$ cat config.mk
export PLATFORM = sky130hd
export DESIGN_NAME = psu_fifo
export DESIGN_NICKNAME = d
export VERILOG_FILES = /design/src/hdl/psu_pkg.sv /design/src/hdl/psu_fifo.sv
export SDC_FILE = /design/constraint.sdc
export NUM_CORES = 1
export LEC_CHECK = 0
export CAP_MARGIN = 15
export CORE_MARGIN = 10
export CORE_UTILIZATION = 45
export DETAILED_ROUTE_END_ITERATION = 10
export DONT_BUFFER_PORTS = 1
export HOLD_SLACK_MARGIN = 0.08
export PLACE_DENSITY_LB_ADDON = 0.15
export SETUP_SLACK_MARGIN = 0.05
export SYNTH_ARGS = -nofsm -noshare
export SYNTH_HDL_FRONTEND = slang
export SYNTH_SLANG_ARGS = --single-unit
$ cat constraint.sdc
create_clock -name clk -period 1.5 [get_ports clk]
set_input_delay 0.3 -clock clk [delete_from_list [all_inputs] [get_ports clk]]
set_output_delay 0.3 -clock clk [all_outputs]
set_load 0.02 [all_outputs]
$ cat src/hdl/psu_pkg.sv
// Shared types, constants and predictor helpers for the PNG scanline unfilter.
package psu_pkg;

    localparam int DEF_MAX_ROW_PIXELS  = 4096;
    localparam int DEF_MAX_PIXEL_BYTES = 4;

    // Entries in the queue between the front end and the back end.
    localparam int QUEUE_DEPTH = 4;

    localparam int CFG_IDX_W  = 2;
    localparam int CFG_DATA_W = 16;
    localparam int WIDTH_W    = 13;
    localparam int BPP_W      = 3;
    localparam int ROWS_W     = 16;
    localparam int BPP_SEL_W  = 2;

    // Configuration register indexes.
    localparam logic [CFG_IDX_W-1:0] REG_ROW_WIDTH   = CFG_IDX_W'(0);
    localparam logic [CFG_IDX_W-1:0] REG_PIXEL_BYTES = CFG_IDX_W'(1);
    localparam logic [CFG_IDX_W-1:0] REG_IMAGE_ROWS  = CFG_IDX_W'(2);

    typedef enum logic [2:0] {
        FLT_NONE  = 3'd0,
        FLT_SUB   = 3'd1,
        FLT_UP    = 3'd2,
        FLT_AVG   = 3'd3,
        FLT_PAETH = 3'd4
    } filter_t;

    // One classified sample byte on its way to the back end.
    typedef struct packed {
        logic [7:0] data;
        filter_t    kind;
        logic       bad;
        logic       first_px;
        logic       first_row;
        logic       eor;
        logic       eoi;
    } psu_entry_t;

    // Paeth predictor: pick the neighbor closest to a + b - c, ties to a, then b.
    function automatic logic [7:0] paeth(input logic [7:0] a, input logic [7:0] b,
                                         input logic [7:0] c);
        logic signed [9:0] da;
        logic signed [9:0] db;
        logic signed [9:0] dc;
        logic [9:0] pa;
        logic [9:0] pb;
        logic [9:0] pc;
        logic [7:0] pick;
        da = $signed({2'b00, b}) - $signed({2'b00, c});
        db = $signed({2'b00, a}) - $signed({2'b00, c});
        dc = da + db;
        pa = da[9] ? 10'(-da) : 10'(da);
        pb = db[9] ? 10'(-db) : 10'(db);
        pc = dc[9] ? 10'(-dc) : 10'(dc);
        if (pa <= pb && pa <= pc)
        begin
            pick = a;
        end
        else if (pb <= pc)
        begin
            pick = b;
        end
        else
        begin
            pick = c;
        end
        return pick;
    endfunction

endpackage

$ cat src/hdl/psu_fifo.sv
// Small register queue that decouples the front end from the back end.
module psu_fifo #(
    parameter int WIDTH = 8,
    parameter int DEPTH = psu_pkg::QUEUE_DEPTH
) (
    input  logic             clk,
    input  logic             rst_n,
    input  logic             push,
    input  logic [WIDTH-1:0] push_data,
    input  logic             pop,
    output logic [WIDTH-1:0] pop_data,
    output logic             not_empty,
    output logic             full
);
    import psu_pkg::*;

    localparam int PTR_W = (DEPTH > 1) ? $clog2(DEPTH) : 1;
    localparam int CNT_W = $clog2(DEPTH + 1);

    logic [WIDTH-1:0] slot_reg [DEPTH];
    logic [PTR_W-1:0] wr_ptr_reg;
    logic [PTR_W-1:0] rd_ptr_reg;
    logic [CNT_W-1:0] count_reg;
    logic [PTR_W-1:0] wr_ptr_next;
    logic [PTR_W-1:0] rd_ptr_next;
    logic [CNT_W-1:0] count_next;

    assign pop_data  = slot_reg[rd_ptr_reg];
    assign not_empty = (count_reg != '0);
    assign full      = (count_reg == CNT_W'(DEPTH));

    always_comb
    begin
        wr_ptr_next = wr_ptr_reg;
        rd_ptr_next = rd_ptr_reg;
        count_next  = count_reg;
        if (push)
        begin
            wr_ptr_next = (wr_ptr_reg == PTR_W'(DEPTH - 1)) ? '0 : wr_ptr_reg + 1'b1;
        end
        if (pop)
        begin
            rd_ptr_next = (rd_ptr_reg == PTR_W'(DEPTH - 1)) ? '0 : rd_ptr_reg + 1'b1;
        end
        if (push && !pop)
        begin
            count_next = count_reg + 1'b1;
        end
        else if (pop && !push)
        begin
            count_next = count_reg - 1'b1;
        end
    end

    always_ff @(posedge clk or negedge rst_n)
    begin
        if (!rst_n)
        begin
            wr_ptr_reg <= '0;
            rd_ptr_reg <= '0;
            count_reg  <= '0;
        end
        else
        begin
            wr_ptr_reg <= wr_ptr_next;
            rd_ptr_reg <= rd_ptr_next;
            count_reg  <= count_next;
        end
    end

    always_ff @(posedge clk)
    begin
        if (push)
        begin
            slot_reg[wr_ptr_reg] <= push_data;
        end
    end

endmodule

==> summary.txt, run 1 <==
Critical path class = reg -> out
Register-to-Register Path Depth = 4
Worst hold path type = in -> reg
ANT nets after route = 0
Pwr per Cell Area = 1830 nW/µm²
Overflow after GRT = 0
Leakage power = 0.703 nW
Max Cap Viol = 0
Crit end category = output pin
P_int = 2.43 mW
Peak supply drop = 0.000978 V
# rows = 21
Routability Congestion = 0.628
First-pass GRT wire length = 4070 µm
Worst hold start = push
Leading cell type in the layout, fill and taps excluded = edfxtp_1
CP max FO = 5
Worst flop-to-flop path startpoint = rd_ptr_reg[0]
CP max-delay cell = mux4_2
Vias = 741
Die area = 6260 µm²
Nets = 123
Failing checks = negative setup slack
Die X = 79.1 µm
Yosys cell types = 18
TritonRoute pass-1 iters = 3
Capturing point of the worst reg2reg path = rd_ptr_reg[1]
Max clock buf depth = 2
Final count of hold timing violations = 0
Worst slew pin tran = 0.457 ns
CTS tree = built
CP Cell Sequence = buf_12 > mux4_2
Crit. Startpoint = rd_ptr_reg[0]
Largest net degree at the start of global routing = 14
H-Tree Depth = 2
Ant diodes = 0
Clock Sink Count = 39
Worst-Skew Late Latency = 0.33 ns
Gate power share = 35.2%
Crit path launch type = register
All-layer global routing usage = 8.66%
Total CTS buffers = 5
Seq/Total Area, Yosys = 72.3%
Power, Total = 3.55 mW
Average vias per placed instance = 4.91
Worst setup margin = -0.298 ns
Root buf cell = clkbuf_4
Relative slew slack = 69.5%
Residual DRC = 0
Iter 0 DRT Violations = 40
Buffers on Ports = 0
Final Setup Violations = 9
Die H = 79.1 µm
Syn_nets = 98
DRT Wirelength = 2550 µm
Worst Skew = 0.00402 ns
Setup crit end = pop_data[7]
Area grow syn2layout = 23.5%
Net Sw Frac = 31.5%
Post-synthesis instance total = 79
Worst-path clk slew = 0.11 ns
Initial antenna violation count = 0
Slew Limit Fails = 0
Mapped Area = 1570 µm²
Share of layout cells above drive strength 1 = 33.3%
Vias in the first global route = 789
Min Clock Period, post-route = 1.80 ns
Most frequent cells in the layout = 32 x edfxtp_1, 10 x dlygate4sd3_1, 8 x mux4_2, 6 x ha_1, 6 x buf_4
Peak Freq = 0.556 GHz
HPWL Detailed = 1690 µm
Starting Density = 46.7%
I/O Pins = 22
P_sw = 1.12 mW
Max reg flops = 32
RSZ-0062 raised after global routing = yes
Fin crit share = 120%
Synthesis Warnings = 0
#FFs+latches synth = 39
Clock power share = 19.5%
Status = finished, violations left
Critical Path RT = 1.20 ns
Avg Inst Size Synth = 19.9 µm²
Final Util = 57.7%
CP arrival = 1.50 ns
Core area = 3360 µm²
Delay of the slowest critical-path stage = 0.58 ns
Wirelength per Cell = 16.9 µm
Sequential share of power = 45.3%
FF-to-FF setup slack = 0.11 ns
Final-layout fill cell count = 295
## synth_stat cells
cell type	n	area share [%]
buf_6	1	0.72
fa_1	1	1.3
nor2_1	2	0.48
nor3b_1	1	0.48
buf_2	1	0.32
mux2_2	3	2.1
o21ai_0	2	0.64
xnor2_1	1	0.56
nand3_1	1	0.32
edfxtp_1	32	61
mux4_2	8	11
and2_1	4	1.6
nand2_1	1	0.24
inv_1	5	1.2
dfrtp_1	7	11
or3_1	1	0.40
xor2_1	2	1.1
ha_1	6	4.8
## cells by family after synthesis
group                      synth area share (%)
DFF                                        72.3
muxes                                      13.6
and+or+nand+nor                            3.50
buffers and inverters                      2.23
AOI/OAI and AO/OA                         0.637
xor gates and xnor gates                   1.67
adders and majority gates                  6.05
## worst max-delay path, delay by kind of cell, from the launching register on
| family | cells | cell delay (ns) |
|---|---|---|
| buf+inv | 1 | 0.14 |
| flops | 1 | 0.44 |
| mux | 1 | 0.58 |
## per-layer routing
metal | track usage, % | wire length (µm) | vias up
li1 | - | - | 354
met1 | 10.5 | 1070 | 368
met2 | 13.5 | 1330 | 17
met3 | 3.60 | 130 | 2
met4 | 3.23 | 20 | 0
met5 | 0 | 0 | -
## through the flow
| step | setup WS (ns) | cells | setup TNS [ns] | hold WS, ns | area, µm² |
|---|---|---|---|---|---|
| after floorplan | 0.122 | 79 | 0 | 0.00441 | 1570 |
| final | -0.298 | 151 | -2.36 | 0.0938 | 1940 |
| after global routing | -0.367 | 151 | -2.99 | 0.0886 | 1940 |
| after detailed placement | 0.0633 | 130 | 0 | 0.00472 | 1700 |
| after global placement | 0.0803 | 130 | 0 | 0.00480 | 1700 |
| after CTS | -0.321 | 149 | -2.51 | 0.0830 | 1900 |
## power by group through the flow
stage / logic [mW] / registers (mW) / clock network (mW)
detailed placement: 1.12 / 1.61 / 0
finish: 1.25 / 1.61 / 0.691
CTS: 1.19 / 1.59 / 0.707
global placement: 1.11 / 1.60 / 0
global route: 1.36 / 1.65 / 0.761
floorplan: 0.870 / 1.53 / 0
## final cells by class
cell class,count,area (µm²),share of cell area [%]
Sequential cell,39,1140,58.7
Timing Repair Buffer,20,230,11.9
Tap cell,46,57.6,2.97
Multi-Input combinational cell,33,413,21.3
Clock inverter,3,43.8,2.26
Inverter,5,18.8,0.967
Clock buffer,5,37.5,1.93
## what timing repair did
| action | 4_1_cts | 5_1_grt |
|---|---|---|
| gates resized for setup | 2 | 4 |
| endpoints found under the hold margin | 41 | 0 |
| cloned | 0 | 1 |
| buffers inserted | 1 | 1 |
| endpoints found under the setup margin | 10 | 11 |
| pin swaps | 1 | 2 |
| hold buffers | 10 | 0 |
## how the worst min path moves through the flow
stage,to,slack (ns),cells past startpoint
floorplan,count_reg[0],0.004,0
global placement,count_reg[1],0.005,0
detailed placement,count_reg[1],0.005,0
CTS,wr_ptr_reg[1],0.08,2
global route,rd_ptr_reg[1],0.09,1
finish,wr_ptr_reg[1],0.09,2
Power figures use the tool's default switching activity.
==> inputs of run 2 (changes only) <==
- ABC_AREA: not set -> 1
- REMOVE_ABC_BUFFERS: not set -> 1
- SKIP_CTS_REPAIR_TIMING: not set -> 1
==> run 2 against run 1 <==
The run still ends with negative setup slack left. Clock skew grew 0.00061 ns. Clock-buffer cell count is the same. Register-to-register slack gained 0.07 ns. Combinational power grew 13%. Global-route usage grew 0.61 points. Fmax grew 12%. Flip-flop and latch count is the same. Largest cell class unchanged.
==> summary.txt, run 2 <==
CP arrival = 1.31 ns (was 1.50 ns)
Wirelength per Cell = 14.9 µm (was 16.9 µm)
Total CTS buffers = 5 (unchanged)
Critical path class = reg -> out (unchanged)
Final Setup Violations = 8 (was 9)
Number of synthesized flops with an enable pin = 32 (unchanged)
Avg Inst Size Synth = 11.8 µm² (was 19.9 µm²)
Critical Path RT = 1.20 ns (about the same)
CP max FO = 8 (was 5)
Max clock buf depth = 2 (unchanged)
Crit end category = output pin (unchanged)
Clock power share = 18.2% (was 19.5%)
Synthesis Warnings = 0 (unchanged)
CP top delay family = flip-flops (was multiplexers)
Initial antenna violation count = 0 (unchanged)
Sequential share of power = 43.3% (was 45.3%)
HPWL Detailed = 2060 µm (was 1690 µm)
Iter 0 DRT Violations = 37 (was 40)
Min Clock Period, post-route = 1.61 ns (was 1.80 ns)
Top FF cell, synth = edfxtp_1 (unchanged)
Average vias per placed instance = 4.84 (was 4.91)
Placed Cells = 196 (was 130)
Net Sw Frac = 38.2% (was 31.5%)
H-Tree Depth = 2 (unchanged)
Share of layout cells above drive strength 1 = 18.1% (was 33.3%)
Clock Sink Count = 39 (unchanged)
ANT nets after route = 0 (unchanged)
#FFs+latches synth = 39 (unchanged)
Area grow syn2layout = 14.8% (was 23.5%)
First-pass GRT wire length = 4620 µm (was 4070 µm)
Peak supply drop = 0.000956 V (was 0.000978 V)
Yosys cell types = 19 (was 18)
P_int = 2.27 mW (was 2.43 mW)
Die area = 6660 µm² (was 6260 µm²)
Relative slew slack = 75.9% (was 69.5%)
# rows = 22 (was 21)
Leakage power = 0.845 nW (was 0.703 nW)
Worst Skew = 0.00463 ns (was 0.00402 ns)
Worst-path clk slew = 0.07 ns (was 0.11 ns)
Async S/R FF share, synth = 17.9% (unchanged)
Slew Limit Fails = 0 (unchanged)
Delay of the slowest critical-path stage = 0.42 ns (was 0.58 ns)
Mapped Area = 1710 µm² (was 1570 µm²)
Multi-input logic area = 444 µm² (was 413 µm²)
Seq/Total Area, Yosys = 66.5% (was 72.3%)
Root buf cell = clkbuf_8 (was clkbuf_4)
Fin crit share = 107% (was 120%)
All-layer global routing usage = 9.28% (was 8.66%)
Worst setup margin = -0.111 ns (was -0.298 ns)
Routability Congestion = 0.706 (was 0.628)
Dpl ws = 0.109 ns (was 0.0633 ns)
Peak Freq = 0.621 GHz (was 0.556 GHz)
Worst slew pin tran = 0.361 ns (was 0.457 ns)
Gate power share = 38.5% (was 35.2%)
Final-layout fill cell count = 317 (was 295)
Worst hold start = push (unchanged)
Register Area = 1140 µm² (about the same)
Worst flop-to-flop path startpoint = count_reg[0] (was rd_ptr_reg[0])
Post-synth top area cell = edfxtp_1 (unchanged)
Post-synthesis instance total = 145 (was 79)
Crit. Startpoint = rd_ptr_reg[0] (unchanged)
Overflow after GRT = 0 (unchanged)
Commonest cells post-synth = 40 x nand2_1, 32 x edfxtp_1, 27 x inv_1, 16 x o211ai_1, 7 x dfrtp_1 (was 32 x edfxtp_1, 8 x mux4_2, 7 x dfrtp_1, 6 x ha_1, 5 x inv_1)
Placed Instance Area = 1790 µm² (was 1700 µm²)
Largest net degree at the start of global routing = 33 (was 14)
Worst hold path type = in -> reg (unchanged)
Pwr per Cell Area = 1870 nW/µm² (was 1830 nW/µm²)
Capturing point of the worst reg2reg path = count_reg[2] (was rd_ptr_reg[1])
Starting Density = 46.7% (about the same)
Vias in the first global route = 1006 (was 789)
P_sw = 1.40 mW (was 1.12 mW)
Nets = 178 (was 123)
Failing checks = negative setup slack (unchanged)
CP max-delay cell = dfrtp_1 (was mux4_2)
TritonRoute pass-1 iters = 4 (was 3)
CTS tree = built (unchanged)
Buffers on Ports = 0 (unchanged)
I/O Pins = 22 (unchanged)
Crit path launch type = register (unchanged)
Vias = 1006 (was 741)
Cell Count, Final, Fillers Out = 208 (was 151)
Post-Layout Inst Area = 1960 µm² (was 1940 µm²)
Core area = 3660 µm² (was 3360 µm²)
WHS Endpoint = wr_ptr_reg[0] (was wr_ptr_reg[1])
Ant diodes = 0 (unchanged)
RSZ-0062 raised after global routing = yes (unchanged)
Die X = 81.6 µm (was 79.1 µm)
Max reg flops = 32 (unchanged)
Worst-Skew Late Latency = 0.29 ns (was 0.33 ns)
FF-to-FF setup slack = 0.18 ns (was 0.11 ns)
Area share of the largest cell type after synthesis = 56.3% (was 61.1%)
Register-to-Register Path Depth = 5 (was 4)
Most frequent cells in the layout = 32 x nand2_1, 32 x edfxtp_1, 27 x inv_1, 16 x o211ai_1, 8 x nand2_2 (was 32 x edfxtp_1, 10 x dlygate4sd3_1, 8 x mux4_2, 6 x ha_1, 6 x buf_4)
Status = finished, violations left (unchanged)
Residual DRC = 0 (unchanged)
Dominant cells by area after synthesis = edfxtp_1 56%, dfrtp_1 10%, nand2_1 8.8% (was edfxtp_1 61%, mux4_2 11%, dfrtp_1 11%)
Max Cap Viol = 0 (unchanged)
CP Cell Sequence = inv_4 > clkbuf_16 > o211ai_1 > nand2_2 (was buf_12 > mux4_2)
DRT Wirelength = 3100 µm (was 2550 µm)
Count leader, synth = nand2_1 (was edfxtp_1)
Worst Hold Depth = 1 (was 2)
Die H = 81.6 µm (was 79.1 µm)
Worst path bufs/invs = 2 (was 1)
Final count of hold timing violations = 0 (unchanged)
## run 2: cell count changes after synthesis, moves of 2 or more
cell / before / now
mux4_2: 8 / 0
mux2_2: 3 / 0
nand2_1: 1 / 40
inv_1: 5 / 27
and2_1: 4 / 0
xor2_1: 2 / 0
inv_2: 0 / 2
o211ai_1: 0 / 16
## run 2: per-layer routing
layer,wire length (µm),GRT usage [%],vias to the layer above
met5,0,0,-
met4,51,5.78,0
met3,226,4.15,5
met2,1620,16.1,23
met1,1200,8.82,469
li1,-,-,509
## run 2: cell type report
type | instances | area share (%)
repair buffers | 11 | 6.06
multi-input cells | 73 | 22.7
inverters | 29 | 5.68
well taps | 48 | 3.06
clock inverters | 3 | 1.02
clock buffers | 5 | 3.51
flip-flops and latches | 39 | 58.0
## run 2: cells by family after synthesis
kind of cell	share of synthesized area, %
XOR/XNOR	0.513
adder cells (fa/ha/maj)	5.57
AND/OR/NAND/NOR	9.96
buffers and inverters	8.94
flip-flops	66.5
AO/OA/AOI/OAI	8.50
## run 2: metrics by stage
step / TNS, ns / hold slack [ns] / power, mW / util, %
final: -0.637 / 0.0939 / 3.67 / 53.6
after global routing: -1.33 / 0.0881 / 3.93 / 53.6
after CTS: -0.912 / -0.309 / 3.52 / 51.3
after detailed placement: 0 / 0.00467 / 2.85 / 48.9
after global placement: 0 / 0.00467 / 2.79 / 48.9
after floorplan: 0 / 0.00441 / 2.44 / -
## run 2: power by group through the flow
stage          Combinational (mW)  Sequential, mW  Clock, mW
3_5_place_dp                 1.24            1.60          0
6_report                     1.41            1.59      0.669
2_1_floorplan               0.861            1.58          0
3_3_place_gp                 1.20            1.59          0
4_1_cts                      1.25            1.58      0.686
5_1_grt                      1.58            1.61      0.737
## run 2: how the worst max path moves through the flow
stage                     cells after the start            to
after global placement                        8  count_reg[2]
after detailed placement                      8  count_reg[2]
after floorplan                               4   pop_data[0]
final                                         4   pop_data[3]
after CTS                                     5   pop_data[3]
after global routing                          4   pop_data[3]
