### config.mk
export PLATFORM = sky130hd
export DESIGN_NAME = psu_front
export DESIGN_NICKNAME = d
export VERILOG_FILES = /design/src/hdl/psu_pkg.sv /design/src/hdl/psu_front.sv
export SDC_FILE = /design/constraint.sdc
export NUM_CORES = 1
export LEC_CHECK = 0
export BUFFER_PORTS_ARGS = -buffer_cell sky130_fd_sc_hd__buf_2
export CORE_MARGIN = 2
export CORE_UTILIZATION = 45
export DETAILED_ROUTE_END_ITERATION = 7
export PLACE_DENSITY = 0.69
export SLEW_MARGIN = 20
export SYNTH_ARGS = -nofsm -noshare
export SYNTH_HDL_FRONTEND = slang
export SYNTH_SLANG_ARGS = --single-unit
### constraint.sdc
create_clock -name clk -period 4.45 [get_ports clk]
set_input_delay 0.89 -clock clk [delete_from_list [all_inputs] [get_ports clk]]
set_output_delay 0.89 -clock clk [all_outputs]
set_load 0.005 [all_outputs]
### src/hdl/psu_pkg.sv
// Shared types, constants and predictor helpers for the PNG scanline unfilter.
package psu_pkg;

    localparam int DEF_MAX_ROW_PIXELS  = 4096;
    localparam int DEF_MAX_PIXEL_BYTES = 4;

    // Entries in the queue between the front end and the back end.
    localparam int QUEUE_DEPTH = 4;

    localparam int CFG_IDX_W  = 2;
    localparam int CFG_DATA_W = 16;
    localparam int WIDTH_W    = 13;
    localparam int BPP_W      = 3;
    localparam int ROWS_W     = 16;
    localparam int BPP_SEL_W  = 2;

    // Configuration register indexes.
    localparam logic [CFG_IDX_W-1:0] REG_ROW_WIDTH   = CFG_IDX_W'(0);
    localparam logic [CFG_IDX_W-1:0] REG_PIXEL_BYTES = CFG_IDX_W'(1);
    localparam logic [CFG_IDX_W-1:0] REG_IMAGE_ROWS  = CFG_IDX_W'(2);

    typedef enum logic [2:0] {
        FLT_NONE  = 3'd0,
        FLT_SUB   = 3'd1,
        FLT_UP    = 3'd2,
        FLT_AVG   = 3'd3,
        FLT_PAETH = 3'd4
    } filter_t;

    // One classified sample byte on its way to the back end.
    typedef struct packed {
        logic [7:0] data;
        filter_t    kind;
        logic       bad;
        logic       first_px;
        logic       first_row;
        logic       eor;
        logic       eoi;
    } psu_entry_t;

    // Paeth predictor: pick the neighbor closest to a + b - c, ties to a, then b.
    function automatic logic [7:0] paeth(input logic [7:0] a, input logic [7:0] b,
                                         input logic [7:0] c);
        logic signed [9:0] da;
        logic signed [9:0] db;
        logic signed [9:0] dc;
        logic [9:0] pa;
        logic [9:0] pb;
        logic [9:0] pc;
        logic [7:0] pick;
        da = $signed({2'b00, b}) - $signed({2'b00, c});
        db = $signed({2'b00, a}) - $signed({2'b00, c});
        dc = da + db;
        pa = da[9] ? 10'(-da) : 10'(da);
        pb = db[9] ? 10'(-db) : 10'(db);
        pc = dc[9] ? 10'(-dc) : 10'(dc);
        if (pa <= pb && pa <= pc)
        begin
            pick = a;
        end
        else if (pb <= pc)
        begin
            pick = b;
        end
        else
        begin
            pick = c;
        end
        return pick;
    endfunction

endpackage

### src/hdl/psu_front.sv
// Front end: take stream bytes, track row and column, classify sample bytes.
module psu_front #(
    parameter int MAX_ROW_PIXELS  = psu_pkg::DEF_MAX_ROW_PIXELS,
    parameter int MAX_PIXEL_BYTES = psu_pkg::DEF_MAX_PIXEL_BYTES,
    parameter int LINE_DEPTH      = MAX_ROW_PIXELS * MAX_PIXEL_BYTES,
    parameter int COL_W           = (LINE_DEPTH > 1) ? $clog2(LINE_DEPTH) : 1,
    parameter int LEN_W           = $clog2(LINE_DEPTH + 1)
) (
    input  logic                       clk,
    input  logic                       rst_n,
    input  logic                       accept,
    input  logic [7:0]                 data_byte,
    input  logic [LEN_W-1:0]           row_len,
    input  logic [psu_pkg::ROWS_W-1:0] eff_rows,
    output logic                       push,
    output psu_pkg::psu_entry_t        entry,
    output logic [COL_W-1:0]           addr
);
    import psu_pkg::*;

    logic              awaiting_reg;
    filter_t           kind_reg;
    logic              bad_reg;
    logic [COL_W-1:0]  col_reg;
    logic [ROWS_W-1:0] row_reg;
    logic              eor;
    logic              eoi;

    assign eor  = (32'(col_reg) + 32'd1) >= 32'(row_len);
    assign eoi  = eor && ((32'(row_reg) + 32'd1) >= 32'(eff_rows));
    assign push = accept && !awaiting_reg;
    assign addr = (32'(col_reg) >= 32'(LINE_DEPTH)) ? COL_W'(LINE_DEPTH - 1) : col_reg;

    always_comb
    begin
        entry.data      = data_byte;
        entry.kind      = kind_reg;
        entry.bad       = bad_reg;
        entry.first_px  = (col_reg == '0);
        entry.first_row = (row_reg == '0);
        entry.eor       = eor;
        entry.eoi       = eoi;
    end

    always_ff @(posedge clk or negedge rst_n)
    begin
        if (!rst_n)
        begin
            awaiting_reg <= 1'b1;
            kind_reg     <= FLT_NONE;
            bad_reg      <= 1'b0;
            col_reg      <= '0;
            row_reg      <= '0;
        end
        else if (accept)
        begin
            if (awaiting_reg)
            begin
                // Filter type byte: unknown types fall back to None.
                if (data_byte > 8'(FLT_PAETH))
                begin
                    kind_reg <= FLT_NONE;
                    bad_reg  <= 1'b1;
                end
                else
                begin
                    kind_reg <= filter_t'(data_byte[2:0]);
                    bad_reg  <= 1'b0;
                end
                col_reg      <= '0;
                awaiting_reg <= 1'b0;
            end
            else if (eor)
            begin
                awaiting_reg <= 1'b1;
                col_reg      <= '0;
                row_reg      <= eoi ? '0 : row_reg + 1'b1;
            end
            else
            begin
                col_reg <= col_reg + 1'b1;
            end
        end
    end

endmodule

==> results of run 1 <==
logic make-up after synthesis:
logic type	share of synthesized area, %
and+or+nand+nor	20.6
xor gates and xnor gates	7.40
muxes	0.338
AOI/OAI and AO/OA	17.3
adders and majority gates	14.8
buffers and inverters	9.94
DFF	29.6
layer usage:
layer  share of wire (%)  GRT usage (%)  routed length (um)
met1                  46           25.6                3130
met2                  48           32.7                3300
met5                   0              0                   0
met3                 5.0           3.70                 343
met4                0.67           3.46                  46
where the power goes:
| part | internal, mW | switching, mW | leakage [nW] | total (mW) |
|---|---|---|---|---|
| Clock | 0.167 | 0.125 | 0.0581 | 0.292 |
| Combinational | 0.107 | 0.115 | 1.41 | 0.223 |
| Sequential | 0.339 | 0.0392 | 0.469 | 0.378 |
| Total | 0.613 | 0.279 | 1.94 | 0.893 |
placed cells by master (no fill, tap or decap), types with 5 or more instances in the layout:
cell type	instances
sky130_fd_sc_hd__nand2_1	22
sky130_fd_sc_hd__xnor2_1	13
sky130_fd_sc_hd__a32o_1	8
sky130_fd_sc_hd__nand3_1	15
sky130_fd_sc_hd__nand4_1	6
sky130_fd_sc_hd__o21ai_0	11
sky130_fd_sc_hd__a21o_1	6
sky130_fd_sc_hd__and3_1	9
sky130_fd_sc_hd__nor2_1	12
sky130_fd_sc_hd__a22o_1	13
sky130_fd_sc_hd__dfrtp_1	34
sky130_fd_sc_hd__buf_2	72
sky130_fd_sc_hd__xor2_1	12
sky130_fd_sc_hd__clkbuf_8	5
sky130_fd_sc_hd__ha_1	35
sky130_fd_sc_hd__nor4_1	7
sky130_fd_sc_hd__inv_1	42
sky130_fd_sc_hd__a21oi_1	14
sky130_fd_sc_hd__nor3_1	10
stage by stage:
| stage | setup slack, ns | area, um2 | total power, mW | util (%) | hold WS [ns] |
|---|---|---|---|---|---|
| after floorplan | 0.712 | 2960 | 0.523 | - | 0.464 |
| after global placement | 0.709 | 3310 | 0.597 | 52.1 | 0.477 |
| after detailed placement | 0.539 | 3310 | 0.609 | 52.1 | 0.487 |
| after CTS | 0.250 | 3420 | 0.900 | 53.9 | 0.508 |
| after global routing | 0.0522 | 3420 | 0.950 | 53.9 | 0.538 |
| final | 0.233 | 3420 | 0.893 | 53.9 | 0.506 |
final cells by class:
class | count | area, um2
tap | 77 | 96.3
sequential | 35 | 877
clock buffer | 5 | 68.8
timing repair buffer | 75 | 383
multi-input combinational | 237 | 1790
clock inverter | 3 | 43.8
inverter | 44 | 165
fill | 622 | 2930
path summary, 6_finish.rpt:
check,to,slack (ns)
worst max-delay path,entry[0],0.23
worst min-delay path,kind_reg[2]$_DFFE_PN0P_,0.51
worst max register to register,row_reg[5]$_DFFE_PN0P_,0.71
worst min register to register,kind_reg[2]$_DFFE_PN0P_,0.51
max in group asynchronous,addr[4]$_DFFE_PN0P_,3.26
min in group asynchronous,addr[8]$_DFFE_PN0P_,0.68
==> summary.md, run 1 <==
| Metric | Value |
|---|---|
| Cell chain of the critical path | ha_1, nand2_1, nor4_4, nand3_1, xnor2_1, ha_1, nand3_1, nor3_1, a2111oi_0, nand3_2, and2_1, buf_2 |
| Post-synth top flop | sky130_fd_sc_hd__dfrtp_1 |
| Worst flop-to-flop path startpoint | addr[0]$_DFFE_PN0P_ |
| Clock Skews | 0.00775 ns |
| Maximum root-to-sink buffer count | 2 |
| Cell chosen for the clock root | sky130_fd_sc_hd__clkbuf_8 |
| Flip-flop and latch count after synthesis | 35 |
| Buffers added on ports | 72 |
| Number of cell instances on the worst register-to-register path | 12 |
| Count of unresolved DRC violations after routing | 0 |
| Total number of clock tree sinks | 35 |
| RSZ-0062 raised after global routing | false |
| Num CTS Buffers | 5 |
| First-pass GRT wire length | 11500 um |
| Fmax achieved | 237 MHz |
| Number of ports placed on the die boundary | 73 |
| Slew at the pin closest to its max-slew limit | 0.799 ns |
| Setup TNS Final | 0 ns |
| Ranking of synthesized cells by instance count | sky130_fd_sc_hd__inv_1, sky130_fd_sc_hd__ha_1, sky130_fd_sc_hd__dfrtp_1, sky130_fd_sc_hd__nand2_1, sky130_fd_sc_hd__nand3_1 |
| Setup fix buffers added after clock tree synthesis | 0 |
| Capturing element type of the critical path | output port |
| Initial Utilization | 46.6% |
| Cell Area, Synth | 2960 um2 |
| Crit path largest cell delay | 0.48 ns |
| Site Rows | 29 |
| Library cell with the highest instance count after synthesis | sky130_fd_sc_hd__inv_1 |
| Ratio of total power to cell area | 261 nW/um2 |
| Number of warnings reported in the yosys synthesis log | 0 |
| Number of flops mapped to enable cells by yosys | 0 |
| Net total in the final layout | 475 |
| Total core area | 6350 um2 |
| Worst Path Required | 3.56 ns |
| Number of maximum-capacitance violations | 0 |
| Residual overflow from global routing | 0 |
| Die Width | 85.1 um |
| Critical path fanouts, max | 6 |
| Wire length per cell after detailed routing | 14.3 um |
| Leak Pwr | 1.94 nW |
| Slew Limit Fails | 0 |
| Fin cells | 476 |
| DP HPWL | 5410 um |
| Maximum number of pins on one net before global-route repair | 36 |
| Fraction of layout cells with a size suffix above 1 | 23.8% |
| Type of the worst setup path | flip-flop to output port |
| Aggregate global-route resource usage | 19.2% |
| Startpoint Class | flip-flop |
| Skew-Pair Late Insertion Delay | 0.29 ns |
| Cts-stage hold buffer count | 0 |
| Shortest clock period the worst path allows after layout | 4.22 ns |
| Post-synth cell types | 53 |
| Number of instances on the worst hold path | 1 |
| Outcome | finished, final reports clean |
| Worst EP arrival | 3.33 ns |
| Worst min-delay path class | flip-flop to flip-flop |
| Setup Viol. Count Final | 0 |
| Inst Count DP | 468 |
| Sequential-to-total area share from yosys stat | 29.6% |
| Relative slew slack | 46.8% |
| CTS resizes | 0 |
| Max reg flops | 16 |
| Largest area contributor in the netlist | sky130_fd_sc_hd__dfrtp_1 |
| Wire length reported by the detailed router | 6830 um |
| Top cell family by delay on the critical path | simple AND/OR/NAND/NOR gates |
| Routed vias/inst | 5.49 |
| Buffers & Inverters on Critical Path | 1 |
| Antenna violations before repair | 0 |
| Antenna fix cells | 0 |
| Global placement routability congestion | 0.866 |
| Vias in the first global route | 2558 |
| Antenna Nets Post-Route | 0 |
| Clock transition at the registers of the reported paths | 0.08 ns |
| Synthesized area divided by synthesized cell count | 8.83 um2 |
| Largest cells by area after synthesis | sky130_fd_sc_hd__dfrtp_1, sky130_fd_sc_hd__ha_1, sky130_fd_sc_hd__inv_1, sky130_fd_sc_hd__a22o_1, sky130_fd_sc_hd__xnor2_1 |
| Slowest cell on the critical path | sky130_fd_sc_hd__a2111oi_0 |
| Launch instance of the worst min-delay path | kind_reg[2]$_DFFE_PN0P_ |
| Proportion of register bits with asynchronous set or reset after synthesis | 100% |
| Post-Synthesis Cells | 335 |
| Total iterations of the first detailed-routing run | 4 |
| Peak supply drop | 0.226 mV |
| TritonCTS clock tree | yes |
| Synthesized Nets | 412 |
| Number of logic stages on the critical path including buffering | 12 |
| Launching element of the worst setup path | row_reg[0]$_DFFE_PN0P_ |
| DRT iter0 DRCs | 88 |
| Die Height | 85.1 um |
| Via count | 2615 |
| CTS HTree Levels | 2 |
| Die ar. | 7240 um2 |
| Hold violation count in the final report | 0 |
| Post-route clock period utilization | 94.8% |
| Synth-to-layout area growth | 15.6% |
| Area share of the largest cell type after synthesis | 28.8% |
(Power assumes the default switching activity.)
==> run 2: changes to the inputs <==
--- a/config.mk
+++ b/config.mk
@@ -6,4 +6,5 @@
 export NUM_CORES = 1
 export LEC_CHECK = 0
+export ABC_AREA = 1
 export BUFFER_PORTS_ARGS = -buffer_cell sky130_fd_sc_hd__buf_2
 export CORE_MARGIN = 2
==> constraint.sdc (replaced) <==
create_clock -name clk -period 4.45 [get_ports clk]
set_input_delay 0.2225 -clock clk [delete_from_list [all_inputs] [get_ports clk]]
set_output_delay 0.2225 -clock clk [all_outputs]
set_load 0.005 [all_outputs]
==> run 2 against run 1 <==
Against the previous run:
- power up 27%
- core utilization down 0.72 points
- synthesized cell count up 35%
- sequential power up 18%
- sequential cell count unchanged
- cell count up 29%
- routed wire length up 9.5%
- setup slack better by 0.76 ns
- synthesized area up 6.6%
- largest power group is now combinational logic
- maximum frequency up 22%
- clock power down 23%
- critical endpoint unchanged
- global-route usage up 1.4 points
==> summary.md, run 2 <==
| Metric | Value |
|---|---|
| Setup fix buffers added after clock tree synthesis | 0 |
| Vias in the first global route | 2885 |
| Ratio of total power to cell area | 314 nW/um2 |
| Outcome | finished, final reports clean |
| Area of combinational cells with multiple inputs | 1820 um2 |
| Worst Path Required | 4.23 ns |
| Antenna Nets Post-Route | 0 |
| Capturing element type of the critical path | output port |
| Number of cell instances on the worst register-to-register path | 19 |
| Worst min-delay path class | input pin to asynchronous set/reset pin |
| Commonest cells after routing, fill and taps aside | sky130_fd_sc_hd__nand2_1, sky130_fd_sc_hd__inv_1, sky130_fd_sc_hd__buf_2, sky130_fd_sc_hd__ha_1, sky130_fd_sc_hd__dfrtp_1 |
| Synthesized Nets | 528 |
| Sequential-to-total area share from yosys stat | 27.8% |
| Largest cells by area after synthesis | sky130_fd_sc_hd__dfrtp_1, sky130_fd_sc_hd__nand2_1, sky130_fd_sc_hd__ha_1, sky130_fd_sc_hd__inv_1, sky130_fd_sc_hd__xor2_1 |
| Antenna fix cells | 0 |
| Clock Skews | 0.00721 ns |
| Via count | 3016 |
| Number of maximum-capacitance violations | 0 |
| Most common cell after layout, fill and taps aside | sky130_fd_sc_hd__nand2_1 |
| Maximum number of pins on one net before global-route repair | 36 |
| Post-layout worst setup margin | 0.995 ns |
| Setup Viol. Count Final | 0 |
| Clock transition at the registers of the reported paths | 0.07 ns |
| Shortest clock period the worst path allows after layout | 3.46 ns |
| Pre-CTS setup slack | 1.20 ns |
| Synth-to-layout area growth | 14.5% |
| Worst EP arrival | 3.23 ns |
| First-pass GRT wire length | 12700 um |
| Number of ports placed on the die boundary | 73 |
| Type of the worst setup path | flip-flop to output port |
| Fraction of layout cells with a size suffix above 1 | 20.9% |
| Post-route clock period utilization | 77.7% |
| Ranking of synthesized cells by instance count | sky130_fd_sc_hd__nand2_1, sky130_fd_sc_hd__inv_1, sky130_fd_sc_hd__ha_1, sky130_fd_sc_hd__dfrtp_1, sky130_fd_sc_hd__nor2_1 |
| Wire length per cell after detailed routing | 12.2 um |
| Total number of clock tree sinks | 35 |
| Maximum root-to-sink buffer count | 2 |
| DRT iter0 DRCs | 156 |
| Max reg flops | 16 |
| Residual overflow from global routing | 0 |
| Number of fill cells in the layout | 683 |
| Post-Synthesis Cells | 451 |
| Die Height | 87.7 um |
| DP Area | 3530 um2 |
| Library cell with the highest instance count after synthesis | sky130_fd_sc_hd__nand2_1 |
| Antenna violations before repair | 0 |
| Largest area contributor in the netlist | sky130_fd_sc_hd__dfrtp_1 |
| Total iterations of the first detailed-routing run | 4 |
| Area share of the largest cell type after synthesis | 27.0% |
| Net total in the final layout | 592 |
| Slew at the pin closest to its max-slew limit | 0.803 ns |
| RSZ-0062 raised after global routing | false |
| Die Width | 87.7 um |
| Count of unresolved DRC violations after routing | 0 |
| Minimum hold slack | 0.0151 ns |
| Peak supply drop | 0.203 mV |
| Area occupied by registers | 877 um2 |
| Routed vias/inst | 4.93 |
| Skew-Pair Late Insertion Delay | 0.29 ns |
| CTS resizes | 0 |
| Synthesized area divided by synthesized cell count | 6.99 um2 |
| Wire length reported by the detailed router | 7470 um |
| Setup TNS Final | 0 ns |
| CTS HTree Levels | 2 |
| Relative slew slack | 46.4% |
| Number of flops mapped to enable cells by yosys | 0 |
| Site Rows | 30 |
| Cell Area, Synth | 3150 um2 |
| Buffers added on ports | 72 |
| Num CTS Buffers | 5 |
| Initial Utilization | 46.4% |
| Die ar. | 7690 um2 |
| Post-synth top flop | sky130_fd_sc_hd__dfrtp_1 |
| Flip-flop and latch count after synthesis | 35 |
| Total power consumption of the routed design | 1.13 mW |
| TritonCTS clock tree | yes |
| Cts-stage hold buffer count | 0 |
| DP HPWL | 6130 um |
| Critical path fanouts, max | 11 |
| Total core area | 6790 um2 |
| Leak Pwr | 2.24 nW |
| Cell chosen for the clock root | sky130_fd_sc_hd__clkbuf_8 |
| Final standard cell area without fillers | 3610 um2 |
| Hold violation count in the final report | 0 |
| Fmax achieved | 289 MHz |
| Global placement routability congestion | 0.868 |
| Proportion of register bits with asynchronous set or reset after synthesis | 100% |
| Startpoint Class | flip-flop |
| Slew Limit Fails | 0 |
| Post-synth cell types | 35 |
| Aggregate global-route resource usage | 20.6% |
| Number of warnings reported in the yosys synthesis log | 0 |
[run 2: cell types whose count changed after synthesis, sizes merged, moves of 7 or more]
| cell | delta |
|---|---|
| a22o | -13 |
| a32o | -8 |
| and3 | -8 |
| inv | +50 |
| nand2 | +105 |
| nand4 | +10 |
| nor2 | +24 |
| o22ai | +7 |
| xnor2 | -11 |
[run 2: cell type report]
class                      count  share of cell area [%]
clock buffer                   6                    2.01
clock inverter                 2                   0.346
inverter                      93                    9.66
multi-input combinational    308                    50.4
sequential                    35                    24.3
tap                           96                    3.33
timing repair buffer          72                    9.98
[run 2: path summary, 6_finish.rpt]
kind | from | end | slack (ns)
hold reg to reg | kind_reg[0]$_DFFE_PN0P_ | kind_reg[0]$_DFFE_PN0P_ | 0.49
setup reg to reg | addr[0]$_DFFE_PN0P_ | row_reg[1]$_DFFE_PN0P_ | 1.19
hold / removal | rst_n | addr[11]$_DFFE_PN0P_ | 0.02
max in group asynchronous | rst_n | row_reg[9]$_DFFE_PN0P_ | 3.92
setup / recovery | addr[0]$_DFFE_PN0P_ | entry[0] | 0.99
min in group clk | data_byte[1] | kind_reg[1]$_DFFE_PN0P_ | 0.19
[run 2: kinds of logic (layout without fill, tap and decap cells)]
family	Yosys count	after routing	share of synthesized area, %
AOI/OAI and AO/OA	35	35	6.39
adders and majority gates	35	35	13.9
and+or+nand+nor	219	219	32.2
buffers and inverters	108	173	14.5
xor gates and xnor gates	19	19	5.28
DFF	35	35	27.8
[run 2: power by group]
part	internal (mW)	switching (mW)	total (mW)
Clock	0.109	0.116	0.225
Sequential	0.370	0.0765	0.447
Combinational	0.198	0.264	0.462
Total	0.677	0.457	1.13
[run 2: through the flow]
step / cells / utilization, %
5_1_grt: 612 / 53.2
4_1_cts: 612 / 53.2
2_1_floorplan: 451 / -
3_5_place_dp: 604 / 51.9
6_report: 612 / 53.2
3_3_place_gp: 604 / 51.9
[run 2: worst max-delay path, stage by stage, from the launching register on]
cell and delay (ns):
sky130_fd_sc_hd__dfrtp_1 0.45, sky130_fd_sc_hd__ha_1 0.22, sky130_fd_sc_hd__nand2_1 0.08, sky130_fd_sc_hd__nor2_2 0.15, sky130_fd_sc_hd__nand4_1 0.17, sky130_fd_sc_hd__nor2_2 0.15, sky130_fd_sc_hd__nand3_1 0.12, sky130_fd_sc_hd__xor2_1 0.21
sky130_fd_sc_hd__inv_1 0.07, sky130_fd_sc_hd__ha_1 0.31, sky130_fd_sc_hd__nand2_1 0.09, sky130_fd_sc_hd__nand2_1 0.06, sky130_fd_sc_hd__nand2_1 0.05, sky130_fd_sc_hd__nand2_1 0.05, sky130_fd_sc_hd__a21oi_2 0.16, sky130_fd_sc_hd__nand3_2 0.16
sky130_fd_sc_hd__nand2_2 0.25, sky130_fd_sc_hd__inv_2 0.04, sky130_fd_sc_hd__buf_2 0.12
[run 2: layer usage]
| layer | track usage [%] | vias up | wire [um] |
|---|---|---|---|
| li1 | - | 1539 | - |
| met5 | 0 | - | 0 |
| met3 | 3.20 | 13 | 443 |
| met4 | 6.57 | 0 | 131 |
| met2 | 34.9 | 101 | 3550 |
| met1 | 26.9 | 1363 | 3350 |
==> run 3: changes to the inputs <==
Settings changed: ABC_AREA 1 to 0, PLACE_DENSITY 0.69 to 0.72.
Clock period 4.45 ns to 3.13 ns, I/O delays scaled along.
==> run 3 against run 2 <==
Against the previous run:
- the flow now finishes with violations (setup timing)
- via count is 7.9% lower
- critical endpoint unchanged
- global-route usage is 0.42 points lower
- combinational power is 12% lower
- non-clock buffer count is 39 higher
- register-to-register slack worse by 1.1 ns
- sequential cell count stayed put
- power is 11% higher
- setup slack worse by 1.0 ns
- clock-buffer cell count is 1 higher
- first-iteration DRC count is 14% lower
==> summary.md, run 3 (synthesized netlist as in run 1, its figures left out) <==
| Metric | Value |
|---|---|
| Setup Viol. Count Final | 1 |
| Cell chosen for the clock root | sky130_fd_sc_hd__clkbuf_8 |
| DP HPWL | 5560 um |
| Ratio of total power to cell area | 324 nW/um2 |
| Wire length reported by the detailed router | 7620 um |
| Fraction of layout cells with a size suffix above 1 | 36.2% |
| Area occupied by registers | 883 um2 |
| Capturing element type of the critical path | output port |
| Total core area | 6350 um2 |
| Skew-Pair Late Insertion Delay | 0.29 ns |
| Buffers added on ports | 72 |
| Leak Pwr | 2.16 nW |
| Site Rows | 29 |
| Hold violation count in the final report | 0 |
| Peak supply drop | 0.267 mV |
| Type of the worst setup path | flip-flop to output port |
| DRT iter0 DRCs | 134 |
| RSZ-0062 raised after global routing | true |
| Routed vias/inst | 5.42 |
| Fin cells | 513 |
| Clock Skews | 0.00610 ns |
| Critical path fanouts, max | 5 |
| Worst EP arrival | 2.98 ns |
| Relative slew slack | 46.5% |
| Initial Utilization | 46.6% |
| Maximum number of pins on one net before global-route repair | 36 |
| First-pass GRT wire length | 11900 um |
| CTS HTree Levels | 2 |
| Startpoint Class | flip-flop |
| Wire length per cell after detailed routing | 14.9 um |
| Total net switching power | 0.401 mW |
| Post-layout worst setup margin | -0.0110 ns |
| Max reg flops | 16 |
| Area of combinational cells with multiple inputs | 1950 um2 |
| Minimum hold slack | 0.109 ns |
| Setup TNS Final | -0.0110 ns |
| Outcome | complete, but fails checks |
| Antenna Nets Post-Route | 0 |
| Total number of clock tree sinks | 35 |
| Post-route clock period utilization | 100% |
| Synth-to-layout area growth | 30.9% |
| Number of ports placed on the die boundary | 73 |
| Commonest cells after routing, fill and taps aside | sky130_fd_sc_hd__buf_2, sky130_fd_sc_hd__inv_1, sky130_fd_sc_hd__ha_1, sky130_fd_sc_hd__buf_4, sky130_fd_sc_hd__dfrtp_1 |
| Failing checks | setup timing |
| Residual overflow from global routing | 0 |
| Global placement routability congestion | 0.841 |
| Inst Count DP | 490 |
| Die Width | 85.1 um |
| Shortest clock period the worst path allows after layout | 3.14 ns |
| Antenna violations before repair | 0 |
| Count of unresolved DRC violations after routing | 0 |
| Number of maximum-capacitance violations | 0 |
| Aggregate global-route resource usage | 20.2% |
| Die ar. | 7240 um2 |
| TritonCTS clock tree | yes |
| Clock network fraction of total power | 27.4% |
| Finished Core Util | 61.0% |
| Clock transition at the registers of the reported paths | 0.07 ns |
| Net total in the final layout | 512 |
| Most common cell after layout, fill and taps aside | sky130_fd_sc_hd__buf_2 |
| Antenna fix cells | 0 |
| Die Height | 85.1 um |
| Total iterations of the first detailed-routing run | 5 |
| Internal Dissipation | 0.854 mW |
| Via count | 2778 |
| Sequential share of power | 40.2% |
| Switching part of the total | 31.9% |
| Slew at the pin closest to its max-slew limit | 0.803 ns |
| Fmax achieved | 318 MHz |
| Num CTS Buffers | 5 |
| Worst min-delay path class | input pin to flip-flop |
| Slew Limit Fails | 0 |
| Logic gate share of total power | 32.4% |
| Vias in the first global route | 2652 |
| Worst Path Required | 2.97 ns |
| Number of fill cells in the layout | 545 |
| Maximum root-to-sink buffer count | 2 |
-- run 3: cell types whose count changed in the layout (fill, tap and decap cells not counted), moves of 6 or more --
cell and delta:
sky130_fd_sc_hd__nand2_1 -99, sky130_fd_sc_hd__inv_1 -48, sky130_fd_sc_hd__buf_4 +33, sky130_fd_sc_hd__nor2_1 -19, sky130_fd_sc_hd__a22o_1 +13, sky130_fd_sc_hd__xnor2_1 +10
sky130_fd_sc_hd__nand4_1 -9, sky130_fd_sc_hd__a32o_1 +8, sky130_fd_sc_hd__and3_1 +8, sky130_fd_sc_hd__o22ai_1 -7, sky130_fd_sc_hd__nand2_2 -6, sky130_fd_sc_hd__xor2_1 -6
-- run 3: area by class of cell --
cell class	count	share of cell area [%]
well taps	77	2.49
repair buffers	111	17.6
clock buffers	7	2.23
clock inverters	1	0.129
multi-input cells	238	50.4
flip-flops and latches	35	22.8
inverters	44	4.26
-- run 3: layer usage --
layer	GRT usage, %	wire length, um	vias to the layer above
met5	0	0	-
met4	5.19	100	0
met3	3.40	351	10
met2	35.2	3840	84
met1	25.8	3330	1297
li1	-	-	1387
-- run 3: power by group through the flow --
stage,clock [mW],sequential (mW),combinational [mW]
after global placement,0,0.510,0.385
after global routing,0.376,0.510,0.464
final,0.344,0.504,0.407
after CTS,0.353,0.503,0.395
after detailed placement,0,0.512,0.393
after floorplan,0,0.527,0.217
-- run 3: what timing repair did --
item / CTS / global route
gates cloned: 0 / 1
hold endpoints to repair: 34 / 0
pin swaps: 1 / 20
hold buffers: 1 / 0
setup buffers: 1 / 12
setup endpoints to repair: 13 / 23
resized for setup: 6 / 39
-- run 3: worst paths after layout --
path,slack [ns],from,to,cells past startpoint
setup / recovery,-0.01,row_reg[4]$_DFFE_PN0P_,entry[0],12
hold / removal,0.11,data_byte[2],kind_reg[2]$_DFFE_PN0P_,2
setup reg to reg,0.05,row_reg[4]$_DFFE_PN0P_,row_reg[6]$_DFFE_PN0P_,13
hold reg to reg,0.51,kind_reg[2]$_DFFE_PN0P_,kind_reg[2]$_DFFE_PN0P_,1
max in group asynchronous,2.07,rst_n,row_reg[1]$_DFFE_PN0P_,2
min in group asynchronous,0.49,rst_n,addr[9]$_DFFE_PN0P_,2
-- run 3: critical path, cell delays in order, from the launching register on --
cell                        delay, ns
sky130_fd_sc_hd__dfrtp_1         0.40
sky130_fd_sc_hd__nand3_4         0.13
sky130_fd_sc_hd__buf_6           0.15
sky130_fd_sc_hd__nor4_4          0.32
sky130_fd_sc_hd__nand3_2         0.14
sky130_fd_sc_hd__xnor2_2         0.17
sky130_fd_sc_hd__ha_1            0.32
sky130_fd_sc_hd__a21o_1          0.22
sky130_fd_sc_hd__a2111oi_4       0.36
sky130_fd_sc_hd__nand3_2         0.10
sky130_fd_sc_hd__buf_6           0.14
sky130_fd_sc_hd__and2_4          0.13
sky130_fd_sc_hd__buf_6           0.10
-- run 3: metrics by stage --
stage          cell area, um2  worst slack (ns)  power [mW]
6_report                 3870           -0.0110        1.26
5_1_grt                  3870            -0.161        1.35
4_1_cts                  3610            -0.119        1.25
3_5_place_dp             3490            -0.161       0.906
3_3_place_gp             3490           -0.0568       0.895
2_1_floorplan            2960             0.126       0.744
